[config.mk]
export PLATFORM = sky130hd
export DESIGN_NAME = int_to_ascii_radix
export DESIGN_NICKNAME = d
export VERILOG_FILES = /design/src/rtl/itoa_pkg.sv /design/src/rtl/itoa_div.sv /design/src/rtl/int_to_ascii_radix.sv
export SDC_FILE = /design/constraint.sdc
export NUM_CORES = 1
export LEC_CHECK = 0
export BUFFER_PORTS_ARGS = -buffer_cell sky130_fd_sc_hd__buf_2
export CAP_MARGIN = 20
export CORE_MARGIN = 5
export CORE_UTILIZATION = 29
export CTS_BUF_LIST = sky130_fd_sc_hd__clkbuf_8
export DETAILED_ROUTE_END_ITERATION = 7
export PLACE_DENSITY = 0.41
export RECOVER_POWER = 100
export SLEW_MARGIN = 20
export SYNTH_ARGS = -nofsm -noshare
export SYNTH_HDL_FRONTEND = slang
export SYNTH_HIERARCHICAL = 1
export SYNTH_SLANG_ARGS = --single-unit
[constraint.sdc]
create_clock -name i_clk -period 4.2 [get_ports i_clk]
set_input_delay 0.84 -clock i_clk [delete_from_list [all_inputs] [get_ports i_clk]]
set_output_delay 0.84 -clock i_clk [all_outputs]
set_load 0.02 [all_outputs]
[src/rtl/itoa_pkg.sv]
`timescale 1ns / 1ps

package itoa_pkg;

    localparam logic [5:0] RADIX_MIN  = 6'd2;
    localparam logic [5:0] RADIX_MAX  = 6'd36;
    localparam logic [5:0] RADIX_TEN  = 6'd10;
    localparam logic [5:0] RADIX_RST  = 6'd10;

    localparam logic [7:0] CHAR_ZERO  = 8'h30;
    localparam logic [7:0] CHAR_A     = 8'h41;
    localparam logic [7:0] CHAR_MINUS = 8'h2D;

    typedef enum logic [2:0] {
        S_IDLE,
        S_DIV,
        S_FETCH,
        S_SIGN,
        S_EMIT
    } t_state;

    typedef struct packed {
        logic busy;
        logic done;
    } t_div_stat;

    // digits 0-9 then A-Z
    function automatic logic [7:0] f_glyph(input logic [5:0] digit);
        logic [7:0] g;
        if (digit < 6'd10) begin
            g = CHAR_ZERO + {2'b00, digit};
        end else begin
            g = CHAR_A + {2'b00, digit} - 8'd10;
        end
        return g;
    endfunction

endpackage

[src/rtl/itoa_div.sv]
`timescale 1ns / 1ps

module itoa_div import itoa_pkg::*; #(
    parameter int VALUE_WIDTH = 32
) (
    input  logic                   i_clk,
    input  logic                   i_rst_n,
    input  logic                   i_start,
    input  logic [VALUE_WIDTH-1:0] i_dividend,
    input  logic [5:0]             i_radix,
    output t_div_stat              o_stat,
    output logic [VALUE_WIDTH-1:0] o_quotient,
    output logic [5:0]             o_remainder
);

    localparam int CW = (VALUE_WIDTH > 1) ? $clog2(VALUE_WIDTH) : 1;

    logic                   r_busy, n_busy;
    logic                   r_done, n_done;
    logic [CW-1:0]          r_cnt,  n_cnt;
    logic [VALUE_WIDTH-1:0] r_quot, n_quot;
    logic [5:0]             r_rem,  n_rem;

    logic [6:0] rem_sh;
    logic [6:0] diff;
    logic       ge;

    // restoring division, one quotient bit per cycle
    assign rem_sh = {r_rem, r_quot[VALUE_WIDTH-1]};
    assign diff   = rem_sh - {1'b0, i_radix};
    assign ge     = (rem_sh >= {1'b0, i_radix});

    always_comb begin
        n_busy = r_busy;
        n_cnt  = r_cnt;
        n_done = 1'b0;
        n_quot = r_quot;
        n_rem  = r_rem;
        if (i_start) begin
            n_quot = i_dividend;
            n_rem  = 6'd0;
            n_busy = 1'b1;
            n_cnt  = CW'(VALUE_WIDTH - 1);
        end else if (r_busy) begin
            n_quot = {r_quot[VALUE_WIDTH-2:0], ge};
            n_rem  = ge ? diff[5:0] : rem_sh[5:0];
            if (r_cnt == '0) begin
                n_busy = 1'b0;
                n_done = 1'b1;
            end else begin
                n_cnt = r_cnt - 1'b1;
            end
        end
    end

    always_ff @(posedge i_clk) begin
        if (!i_rst_n) begin
            r_busy <= 1'b0;
            r_done <= 1'b0;
            r_cnt  <= '0;
        end else begin
            r_busy <= n_busy;
            r_done <= n_done;
            r_cnt  <= n_cnt;
        end
        r_quot <= n_quot;
        r_rem  <= n_rem;
    end

    assign o_stat.busy = r_busy;
    assign o_stat.done = r_done;
    assign o_quotient  = r_quot;
    assign o_remainder = r_rem;

    a_done_after_busy: assert property (@(posedge i_clk) disable iff (!i_rst_n)
        r_done |-> $past(r_busy))
        else $error("divider done without a running division");

    a_rem_in_range: assert property (@(posedge i_clk) disable iff (!i_rst_n)
        r_done |-> (r_rem < i_radix))
        else $error("remainder not below radix");

    a_start_busy: assert property (@(posedge i_clk) disable iff (!i_rst_n)
        i_start |=> (r_busy && !r_done))
        else $error("division did not start");

endmodule

[src/rtl/int_to_ascii_radix.sv]
`timescale 1ns / 1ps
// Each digit is one bit-serial division by the radix, one quotient bit per cycle.
// A new value is taken only while idle (o_stall low); characters leave one per cycle
// while i_stall does not hold the output.
// Reset: synchronous active low; idle, output empty, number_base back to 10.

module int_to_ascii_radix import itoa_pkg::*; #(
    parameter int VALUE_WIDTH = 32
) (
    input  logic                          i_clk,
    input  logic                          i_rst_n,
    input  logic                          i_cfg_we,
    input  logic [5:0]                    i_cfg_data,
    input  logic                          i_valid,
    output logic                          o_stall,
    input  logic signed [VALUE_WIDTH-1:0] i_value,
    output logic                          o_valid,
    input  logic                          i_stall,
    output logic [7:0]                    o_character,
    output logic                          o_last_char
);

    localparam int AW = (VALUE_WIDTH > 1) ? $clog2(VALUE_WIDTH) : 1;

    t_state r_state, n_state;

    logic [5:0]    r_number_base;
    logic [5:0]    r_radix, n_radix;
    logic          r_neg,   n_neg;
    logic [AW-1:0] r_nd,    n_nd;
    logic [AW-1:0] r_idx,   n_idx;
    logic          r_ovalid, n_ovalid;
    logic [7:0]    r_char,  n_char;
    logic          r_last,  n_last;

    logic [5:0] mem [VALUE_WIDTH];
    logic [5:0] r_rd_data;
    logic       mem_we;

    logic [5:0]             eff_radix;
    logic                   is_neg;
    logic [VALUE_WIDTH-1:0] mag;
    logic                   out_free;
    logic                   div_start;
    logic [VALUE_WIDTH-1:0] div_dividend;
    t_div_stat              div_stat;
    logic [VALUE_WIDTH-1:0] div_quot;
    logic [5:0]             div_rem;
    logic                   quot_zero;

    always_comb begin
        if (r_number_base < RADIX_MIN) begin
            eff_radix = RADIX_MIN;
        end else if (r_number_base > RADIX_MAX) begin
            eff_radix = RADIX_MAX;
        end else begin
            eff_radix = r_number_base;
        end
    end

    assign is_neg       = (eff_radix == RADIX_TEN) && i_value[VALUE_WIDTH-1];
    assign mag          = is_neg ? (~$unsigned(i_value) + 1'b1) : $unsigned(i_value);
    assign out_free     = !r_ovalid || !i_stall;
    assign quot_zero    = (div_quot == '0);
    assign div_dividend = (r_state == S_IDLE) ? mag : div_quot;

    itoa_div #(
        .VALUE_WIDTH (VALUE_WIDTH)
    ) u_div (
        .i_clk       (i_clk),
        .i_rst_n     (i_rst_n),
        .i_start     (div_start),
        .i_dividend  (div_dividend),
        .i_radix     (r_radix),
        .o_stat      (div_stat),
        .o_quotient  (div_quot),
        .o_remainder (div_rem)
    );

    always_comb begin
        n_state = r_state;
        case (r_state)
            S_IDLE: begin
                if (i_valid) n_state = S_DIV;
            end
            S_DIV: begin
                if (div_stat.done && quot_zero) n_state = S_FETCH;
            end
            S_FETCH: begin
                n_state = r_neg ? S_SIGN : S_EMIT;
            end
            S_SIGN: begin
                if (out_free) n_state = S_EMIT;
            end
            S_EMIT: begin
                if (out_free && r_idx == '0) n_state = S_IDLE;
            end
            default: n_state = S_IDLE;
        endcase
    end

    always_comb begin
        n_radix   = r_radix;
        n_neg     = r_neg;
        n_nd      = r_nd;
        n_idx     = r_idx;
        n_ovalid  = r_ovalid && i_stall;
        n_char    = r_char;
        n_last    = r_last;
        div_start = 1'b0;
        mem_we    = 1'b0;
        case (r_state)
            S_IDLE: begin
                if (i_valid) begin
                    n_radix   = eff_radix;
                    n_neg     = is_neg;
                    n_nd      = '0;
                    div_start = 1'b1;
                end
            end
            S_DIV: begin
                if (div_stat.done) begin
                    // store digits least significant first
                    mem_we = 1'b1;
                    n_nd   = r_nd + 1'b1;
                    if (quot_zero) begin
                        n_idx = r_nd;
                    end else begin
                        div_start = 1'b1;
                    end
                end
            end
            S_FETCH: begin
            end
            S_SIGN: begin
                if (out_free) begin
                    n_ovalid = 1'b1;
                    n_char   = CHAR_MINUS;
                    n_last   = 1'b0;
                end
            end
            S_EMIT: begin
                // read back most significant first
                if (out_free) begin
                    n_ovalid = 1'b1;
                    n_char   = f_glyph(r_rd_data);
                    n_last   = (r_idx == '0);
                    if (r_idx != '0) n_idx = r_idx - 1'b1;
                end
            end
            default: begin
            end
        endcase
    end

    always_ff @(posedge i_clk) begin
        if (mem_we) mem[r_nd] <= div_rem;
        r_rd_data <= mem[n_idx];
    end

    always_ff @(posedge i_clk) begin
        if (!i_rst_n) begin
            r_state       <= S_IDLE;
            r_number_base <= RADIX_RST;
            r_ovalid      <= 1'b0;
        end else begin
            r_state  <= n_state;
            r_ovalid <= n_ovalid;
            if (i_cfg_we) r_number_base <= i_cfg_data;
        end
        r_radix <= n_radix;
        r_neg   <= n_neg;
        r_nd    <= n_nd;
        r_idx   <= n_idx;
        r_char  <= n_char;
        r_last  <= n_last;
    end

    assign o_stall     = (r_state != S_IDLE);
    assign o_valid     = r_ovalid;
    assign o_character = r_char;
    assign o_last_char = r_last;

    a_done_in_div: assert property (@(posedge i_clk) disable iff (!i_rst_n)
        div_stat.done |-> (r_state == S_DIV))
        else $error("division finished outside conversion");

    a_sign_radix_ten: assert property (@(posedge i_clk) disable iff (!i_rst_n)
        (r_state == S_SIGN) |-> (r_neg && r_radix == RADIX_TEN))
        else $error("sign emitted outside radix ten");

    a_minus_not_last: assert property (@(posedge i_clk) disable iff (!i_rst_n)
        (r_ovalid && r_char == CHAR_MINUS) |-> !r_last)
        else $error("minus flagged as last character");

endmodule
==> results.txt, run 1 <==
clock slew at reported path FFs = 0.06 ns
nets = 1226
min-delay worst type = input pin to flip-flop
Setup TNS = 0 ns
hold buffer count at cts = 0
share of cells above drive strength 1 = 15.40%
port bufs = 52
RSZ-0062 raised after global routing = false
Slew headroom = -41.55%
# DRC = 0
final wirelength = 35.53 mm
Ports = 54
Sink Count = 278
CTS Buf Count = 51
P_leak = 5.233 nW
Final Slew Violations = 210
synthesized instance count = 1082
GRT overflow = 0
via count = 8698
Via-to-Cell Ratio = 4.851
setup violators final = 0
DIE HEIGHT = 222.4 µm
clk root buf = clkbuf_8
Max Clock Skew = 0.02844 ns
die area = 49470 µm²
Final min period = 3.725 ns
Syn Area/Cell = 12.09 µm²
Post-DP HPWL = 24.00 mm
CP Class = flip-flop to flip-flop
Worst VDD drop = 0.2774 mV
fillers = 4462
Critical Path Source Type = flip-flop
worst slew pin tran = 2.123 ns
worst-path fanout max = 12
Synthesized Nets = 1144
routed len/inst = 19.82 µm
crit path DAT = 4.18 ns
Setup Buffers After CTS = 0
CTS tree = done
Yosys warning total = 6
Row Count = 77
initial antenna violation count = 1
DR iter-0 viols = 523
Worst Setup End Kind = flip-flop
WP data required = 4.65 ns
core footprint = 44410 µm²
Die W = 222.4 µm
area grow syn2layout = 14.06%
post-CTS resize count = 0
Hold Vio Cnt, Final = 0
# H-tree levels = 2
failing checks = capacitance limit, slew limit
overall routing resource usage = 14.24%
max cap viols = 6
total chip power = 0.009202 W
Max Clk Rate = 268.4 MHz
Post-Syn Area = 13090 µm²
n_diodes = 0
post-route ant nets = 0
gp weighted congestion = 0.7811
outcome = finished with violations
number of global-route vias before repair = 9039
largest net degree at the start of global routing = 63
first-pass GRT wire length = 54.80 mm
PwrDens = 616.6 nW/µm²
final period utilization = 88.70%
DRT Pass-1 Iters = 7
clk_lat worst skew = 0.61 ns
initial core utilization = 29.46%
Max clock buf depth = 3
==> routing by layer <==
layer,GRT usage [%],up-vias,wire [µm]
met3,3.207,56,1635
met2,23.17,186,16520
met4,4.625,0,1041
met1,18.96,4234,16330
li1,-,4222,-
met5,0,-,0
==> cell type report <==
class	count	area, µm²	share of cell area [%]
clock inverter	39	242.7	1.626
clock buffer	51	701.9	4.703
tap	592	740.7	4.963
sequential	278	8008	53.66
timing repair buffer	87	480.5	3.219
inverter	50	192.7	1.291
multi-input combinational	696	4558	30.54
==> registers in the layout (all words and copies together), names as in the netlist <==
name	count
mem	192
u_div/o_quotient	32
o_character	7
r_number_base	6
r_radix	6
r_rd_data	6
u_div/o_remainder	6
r_idx	5
r_nd	5
u_div/r_cnt	5
r_state	3
o_last_char	1
o_valid	1
r_neg	1
u_div/r_busy	1
u_div/r_done	1
==> final timing paths <==
path                                     start          endpoint  slack (ns)  cells past startpoint
worst max-delay path                r_state[0]      r_rd_data[3]        0.47                     10
worst min-delay path             i_cfg_data[1]  r_number_base[1]        0.46                      3
worst max register to register      r_state[0]      r_rd_data[3]        0.47                     10
worst min register to register  u_div/r_cnt[4]    u_div/r_cnt[4]        0.49                      2
==> cells in the final DEF, fill, tap and decap left out, drive strengths merged, types with 10 or more instances in the layout <==
cell,n
nor4,14
clkbuf,73
xnor2,23
a31oi,13
edfxtp,244
mux2i,39
o2111ai,24
nand4,24
and4,10
nand3,34
nor3,10
clkinv,21
a32oi,17
mux2,41
buf,65
a21oi,24
dfxtp,34
ha,18
o21ai,48
xor2,18
inv,63
nor2,77
nand2,148
==> through the flow <==
step / utilization [%] / area (µm²) / setup slack (ns) / instances / hold slack [ns]
after global routing: 33.60 / 14920 / 0.1499 / 1793 / 0.4381
after detailed placement: 31.61 / 14040 / 0.6137 / 1703 / 0.4831
after CTS: 33.74 / 14990 / 0.6070 / 1793 / 0.3887
after global placement: 31.61 / 14040 / 0.5826 / 1703 / 0.4728
final: 33.60 / 14920 / 0.4746 / 1793 / 0.4551
after floorplan: - / 13090 / 1.138 / 1082 / 0.4544
==> report_power, final <==
group	switching, W	total [W]	internal, W
sequential	0.000251	0.00378	0.00353
clock	0.00115	0.00247	0.00131
combinational	0.00187	0.00295	0.00109
total	0.00328	0.00920	0.00593
==> worst max-delay path: stages, from the launching register on <==
cell,delay [ns]
dfxtp_1,0.50
nor3b_1,0.53
and2_0,0.46
a31oi_1,0.15
a211oi_1,0.54
inv_1,0.36
nor2_1,0.21
clkbuf_2,0.31
a221oi_1,0.13
o2bb2a_1,0.28
o211ai_1,0.10
Note: power is estimated with default switching activity, not from simulation.
==> run 2, diff against run 1 <==
--- a/config.mk
+++ b/config.mk
@@ -16,5 +16,4 @@
 export SLEW_MARGIN = 20
 export SYNTH_ARGS = -nofsm -noshare
 export SYNTH_HDL_FRONTEND = slang
-export SYNTH_HIERARCHICAL = 1
 export SYNTH_SLANG_ARGS = --single-unit
==> run 2 against run 1 <==
The run still ends with capacitance limit, slew limit left. Setup slack improved by 0.29 ns. First-iteration DRC count decreased by 7.5%. Wire length decreased by 8.4%. Sequential power increased by 5.6%. Synthesized area decreased by 4.7%. Total power increased by 7.8%. Die area decreased by 4.5%. Largest cell class unchanged. Largest power group unchanged.
==> results.txt, run 2 <==
Max Clock Skew = 0.03771 ns (was 0.02844 ns)
die area = 47250 µm² (was 49470 µm²)
nets = 1225 (was 1226)
total chip power = 0.009921 W (was 0.009202 W)
Largest register FFs = 192 (unchanged)
Commonest cells post-synth = edfxtp_1 (244), nand2_1 (217), nor2_1 (102)
Ports = 54 (unchanged)
# H-tree levels = 2 (unchanged)
hold buffer count at cts = 0 (unchanged)
Setup TNS = 0 ns (unchanged)
crit-path cells = or3b_1, nor2_1, a311oi_1, a211oi_1, inv_1, nor2_2, buf_4, a31oi_1, nand4_1, nand4_1 (was nor3b_1, and2_0, a31oi_1, a211oi_1, inv_1, nor2_1, clkbuf_2, a221oi_1, o2bb2a_1, o211ai_1)
DRT Pass-1 Iters = 4 (was 7)
crit-path max cell delay = 0.56 ns (was 0.54 ns)
DIE HEIGHT = 217.4 µm (was 222.4 µm)
CP bufs+invs = 2 (unchanged)
share of the synthesized area in the top cell type = 58.75%
core footprint = 42790 µm² (was 44410 µm²)
area grow syn2layout = 13.42% (was 14.06%)
Placed Area = 13380 µm² (was 14040 µm²)
Sink Count = 278 (unchanged)
outcome = finished with violations (unchanged)
Setup Buffers After CTS = 0 (unchanged)
Max clock buf depth = 3 (unchanged)
synthesized instance count = 1091 (was 1082)
worst setup margin = 0.7601 ns (was 0.4746 ns)
max cap viols = 7 (was 6)
Yosys reg bits = 278
overall routing resource usage = 13.73% (was 14.24%)
Final min period = 3.440 ns (was 3.725 ns)
cell mode on critical path = nand4_1
Most flops, register = mem (unchanged)
WP data required = 4.66 ns (was 4.65 ns)
Via-to-Cell Ratio = 4.807 (was 4.851)
final wirelength = 32.53 mm (was 35.53 mm)
final period utilization = 81.90% (was 88.70%)
failing checks = capacitance limit, slew limit (unchanged)
Worst Setup End Kind = flip-flop (unchanged)
largest net degree at the start of global routing = 97 (was 63)
# DRC = 0 (unchanged)
Hold Slack = 0.4815 ns (was 0.4551 ns)
via count = 8393 (was 8698)
Setup WS pre-CTS = 0.7766 ns (was 0.6137 ns)
post-route ant nets = 0 (unchanged)
distinct cell type count after synthesis = 65
CTS tree = done (unchanged)
share of cells above drive strength 1 = 10.08% (was 15.40%)
setup violators final = 0 (unchanged)
Slowest cell on crit path = or3b_1 (was a211oi_1)
top-count cell post-synth = edfxtp_1
CP Class = flip-flop to flip-flop (unchanged)
worst flop-to-flop path startpoint = r_state[0] (unchanged)
cell taking the most area after synthesis = edfxtp_1
gp weighted congestion = 0.7863 (was 0.7811)
clk root buf = clkbuf_8 (unchanged)
asr flop ratio synth = 0%
min-delay worst type = input pin to flip-flop (unchanged)
P_leak = 4.997 nW (was 5.233 nW)
GRT overflow = 0 (unchanged)
Critical Path Source Type = flip-flop (unchanged)
Hold Vio Cnt, Final = 0 (unchanged)
initial antenna violation count = 0 (was 1)
Syn Area/Cell = 11.43 µm² (was 12.09 µm²)
CTS Buf Count = 48 (was 51)
Hold Path Origin = i_cfg_data[3] (was i_cfg_data[1])
top cells by area, synth = edfxtp_1 (59%), nand2_1 (6.5%), dfxtp_1 (5.5%)
fillers = 4384 (was 4462)
number of global-route vias before repair = 8428 (was 9039)
Row Count = 76 (was 77)
PwrDens = 701.4 nW/µm² (was 616.6 nW/µm²)
commonest register cell after synthesis = edfxtp_1
RSZ-0062 raised after global routing = false (unchanged)
Post-DP HPWL = 21.00 mm (was 24.00 mm)
most common cell after layout, fill and taps aside = edfxtp_1 (unchanged)
most frequent cells in the layout = edfxtp_1 (244), nand2_1 (217), nor2_1 (102) (was edfxtp_1 (244), nand2_1 (148), nor2_1 (77))
post-CTS resize count = 0 (unchanged)
Crit path max-delay family = simple AND/OR/NAND/NOR gates (was compound AO/OA/AOI/OAI gates)
first-pass GRT wire length = 50.32 mm (was 54.80 mm)
Final Slew Violations = 243 (was 210)
routed len/inst = 18.63 µm (was 19.82 µm)
post-route cell area = 14140 µm² (was 14920 µm²)
EDFF count, synth = 244
Max Clk Rate = 290.7 MHz (was 268.4 MHz)
Slew headroom = -29.56% (was -41.55%)
Seq/Total Area, Yosys = 64.21%
worst slew pin tran = 1.943 ns (was 2.123 ns)
worst setup path start = r_state[0] (unchanged)
Die W = 217.4 µm (was 222.4 µm)
crit path DAT = 3.90 ns (was 4.18 ns)
DR iter-0 viols = 484 (was 523)
port bufs = 52 (unchanged)
clk_lat worst skew = 0.61 ns (about the same)
clock slew at reported path FFs = 0.06 ns (about the same)
Yosys warning total = 0 (was 6)
Worst VDD drop = 0.5250 mV (was 0.2774 mV)
Synthesized Nets = 1153 (was 1144)
Post-Syn Area = 12470 µm² (was 13090 µm²)
n_diodes = 0 (unchanged)
initial core utilization = 29.14% (was 29.46%)
worst-path fanout max = 18 (was 12)
run 2: final timing paths:
| check | endpoint | slack [ns] | depth (start not counted) |
|---|---|---|---|
| setup / recovery | r_rd_data[0] | 0.76 | 10 |
| hold / removal | r_number_base[3] | 0.48 | 3 |
| setup reg to reg | r_rd_data[0] | 0.76 | 10 |
| hold reg to reg | r_number_base[3] | 0.53 | 2 |
run 2: cells by family after synthesis:
group	count (synthesis)	synth area share, %
compound gates	131	6.903
other cells	1	0.03007
xor+xnor	41	2.879
mux	26	2.107
buf+inv	90	3.221
flops	278	64.21
fa+ha+maj	19	1.967
simple gates	505	18.68
run 2: power breakdown:
group,leakage [nW],internal (W),switching (W)
Sequential,2.53,0.00369,0.000297
Clock,0.537,0.00110,0.00110
Combinational,1.93,0.00116,0.00257
run 2: cell type report:
class | count | area, µm² | share of cell area (%)
Multi-Input combinational cell | 723 | 4059 | 28.70
Tap cell | 546 | 683.2 | 4.830
Inverter | 37 | 138.9 | 0.9819
Clock inverter | 37 | 160.2 | 1.132
Sequential cell | 278 | 8008 | 56.61
Clock buffer | 50 | 688.2 | 4.865
Timing Repair Buffer | 75 | 407.9 | 2.884
run 2: per-layer routing:
metal  GRT usage [%]  routed length [µm]
met5               0                   0
met4           3.644                 569
met3           2.810                1197
met2           22.61               15700
met1           18.59               15060
run 2: stage by stage:
step	util, %	instances
3_5_place_dp	31.26	1659
5_1_grt	33.06	1746
4_1_cts	33.24	1746
2_1_floorplan	-	1091
3_3_place_gp	31.26	1659
6_report	33.06	1746
run 2: tightest hold or removal path, stage by stage:
cell	delay, ns
buf_2	0.08
mux2i_1	0.06
nand2_1	0.06
==> run 3, diff against run 2 <==
==> constraint.sdc (replaced) <==
create_clock -name i_clk -period 3.3 [get_ports i_clk]
set_input_delay 0.66 -clock i_clk [delete_from_list [all_inputs] [get_ports i_clk]]
set_output_delay 0.66 -clock i_clk [all_outputs]
set_load 0.02 [all_outputs]
==> run 3 against run 2 <==
The run still ends with capacitance limit, slew limit left. Wire length fell by 0.15%. Hold slack got worse by 0.17 ns. Count of clock-buffer cells in the layout grew 7. Global-route usage shrank 0.056 points. Clock power grew 36%. Non-clock buffer count grew 56. Sequential share of layout area fell by 2.2 points. Final cell count up 3.5%. Highest routed layer unchanged.
==> results.txt, run 3 (synthesized netlist as in run 2, its figures left out) <==
outcome = finished with violations (unchanged)
clk_lat worst skew = 0.58 ns (was 0.61 ns)
clk root buf = clkbuf_8 (unchanged)
gp weighted congestion = 0.7678 (was 0.7863)
Max Clk Rate = 319.4 MHz (was 290.7 MHz)
overall routing resource usage = 13.67% (was 13.73%)
GRT overflow = 0 (unchanged)
port bufs = 52 (unchanged)
Most flops, register = mem (unchanged)
crit-path cells = nor4_1, buf_4, and4_1, nand3_1, a311oi_4, buf_4, buf_4, buf_4, nand2_1, a31oi_1, nand4_1, nand4_1 (was or3b_1, nor2_1, a311oi_1, a211oi_1, inv_1, nor2_2, buf_4, a31oi_1, nand4_1, nand4_1)
Register Area = 8008 µm² (unchanged)
crit-path max cell delay = 0.40 ns (was 0.56 ns)
Final Slew Violations = 174 (was 243)
nets = 1283 (was 1225)
Slowest cell on crit path = edfxtp_1 (was or3b_1)
most common cell after layout, fill and taps aside = edfxtp_1 (unchanged)
via count = 8440 (was 8393)
failing checks = capacitance limit, slew limit (unchanged)
Die W = 217.4 µm (unchanged)
routed len/inst = 17.98 µm (was 18.63 µm)
Setup TNS = 0 ns (unchanged)
initial antenna violation count = 0 (unchanged)
crit path DAT = 3.63 ns (was 3.90 ns)
Hold Slack = 0.3121 ns (was 0.4815 ns)
CTS Buf Count = 50 (was 48)
Worst Setup End Kind = flip-flop (unchanged)
Via-to-Cell Ratio = 4.671 (was 4.807)
initial core utilization = 29.14% (unchanged)
setup violators final = 0 (unchanged)
number of global-route vias before repair = 8728 (was 8428)
Worst VDD drop = 0.3508 mV (was 0.5250 mV)
min-delay worst type = input pin to flip-flop (unchanged)
max cap viols = 5 (was 7)
Max clock buf depth = 3 (unchanged)
Max Clock Skew = 0.02580 ns (was 0.03771 ns)
CTS tree = done (unchanged)
clock slew at reported path FFs = 0.06 ns (about the same)
cell mode on critical path = buf_4 (was nand4_1)
Hold Path Origin = i_cfg_data[3] (unchanged)
PwrDens = 906.8 nW/µm² (was 701.4 nW/µm²)
CP Class = flip-flop to flip-flop (unchanged)
Finished Layout Cells = 1807 (was 1746)
post-route ant nets = 0 (unchanged)
Post-Place Cells = 1713 (was 1659)
fillers = 4365 (was 4384)
Largest register FFs = 192 (unchanged)
largest net degree at the start of global routing = 40 (was 97)
Final min period = 3.131 ns (was 3.440 ns)
Hold Vio Cnt, Final = 0 (unchanged)
DIE HEIGHT = 217.4 µm (unchanged)
core footprint = 42790 µm² (unchanged)
worst-path fanout max = 11 (was 18)
worst slew pin tran = 1.947 ns (was 1.943 ns)
first-pass GRT wire length = 50.20 mm (was 50.32 mm)
n_diodes = 0 (unchanged)
worst setup path start = u_div.o_quotient[19] (was r_state[0])
RSZ-0062 raised after global routing = false (unchanged)
P_leak = 5.269 nW (was 4.997 nW)
Sink Count = 278 (unchanged)
Critical Path Source Type = flip-flop (unchanged)
area grow syn2layout = 17.94% (was 13.42%)
DR iter-0 viols = 416 (was 484)
# DRC = 0 (unchanged)
share of cells above drive strength 1 = 14.43% (was 10.08%)
most frequent cells in the layout = edfxtp_1 (244), nand2_1 (217), nor2_1 (101) (was edfxtp_1 (244), nand2_1 (217), nor2_1 (102))
final wirelength = 32.48 mm (was 32.53 mm)
Row Count = 76 (unchanged)
footprint of the multi-input gates = 4086 µm² (was 4059 µm²)
DRT Pass-1 Iters = 5 (was 4)
worst flop-to-flop path startpoint = u_div.o_quotient[19] (was r_state[0])
# H-tree levels = 2 (unchanged)
WP data required = 3.80 ns (was 4.66 ns)
Finished Core Util = 34.37% (was 33.06%)
die area = 47250 µm² (unchanged)
Ports = 54 (unchanged)
Slew headroom = -29.81% (was -29.56%)
flop2flop setup slack = 0.17 ns (was 0.76 ns)
Post-DP HPWL = 22.05 mm (was 21.00 mm)
final period utilization = 94.86% (was 81.90%)
[run 3: cell types whose count changed in the layout (fill, tap and decap cells not counted), sizes merged]
cell    previous run  this run
clkbuf            75        95
clkinv             5        14
inv               68        57
buf               50        93
[run 3: path summary, 6_finish.rpt]
path	to	cells after the start
worst max-delay path	r_rd_data[0]	12
worst min-delay path	r_number_base[3]	3
worst max register to register	r_rd_data[0]	12
worst min register to register	r_number_base[3]	2
[run 3: metal layers]
metal  vias up  track usage, %  wire length [µm]
li1       4224               -                 -
met4         0           3.665               748
met3        57           2.615              1177
met2       122           23.61             15920
met5         -               0                 0
met1      4037           17.68             14630
[run 3: worst max-delay path, delay by kind of cell (launching register included)]
family / cells / cell delay [ns]
compound gates: 2 / 0.57
buf+inv: 4 / 0.73
flops: 1 / 0.40
simple gates: 6 / 1.37
[run 3: area by class of cell]
class                      instances  share of cell area [%]
clock buffer                      57                   5.334
inverter                          37                  0.9443
clock inverter                    35                   1.021
timing repair buffer             131                   5.827
sequential                       278                   54.44
tap                              546                   4.645
multi-input combinational        723                   27.78
[run 3: report_power, final]
group	switching, W	internal, W	leakage, nW	total [W]
combinational	0.00332	0.00196	2.18	0.00528
sequential	0.000360	0.00469	2.53	0.00505
clock	0.00142	0.00158	0.553	0.00300
[run 3: metrics by stage]
step	total power [W]	setup WS (ns)	area, µm²
3_3_place_gp	0.01057	0.02233	13870
4_1_cts	0.01366	0.02108	14800
2_1_floorplan	0.008283	0.3499	12470
6_report	0.01334	0.1695	14710
5_1_grt	0.01434	0.005848	14710
3_5_place_dp	0.01057	0.04098	13870
[run 3: timing repair]
item,4_1_cts,5_1_grt
setup buffers,0,2
resized for setup,0,4
hold buffers,0,0
endpoints found under the setup margin,0,5
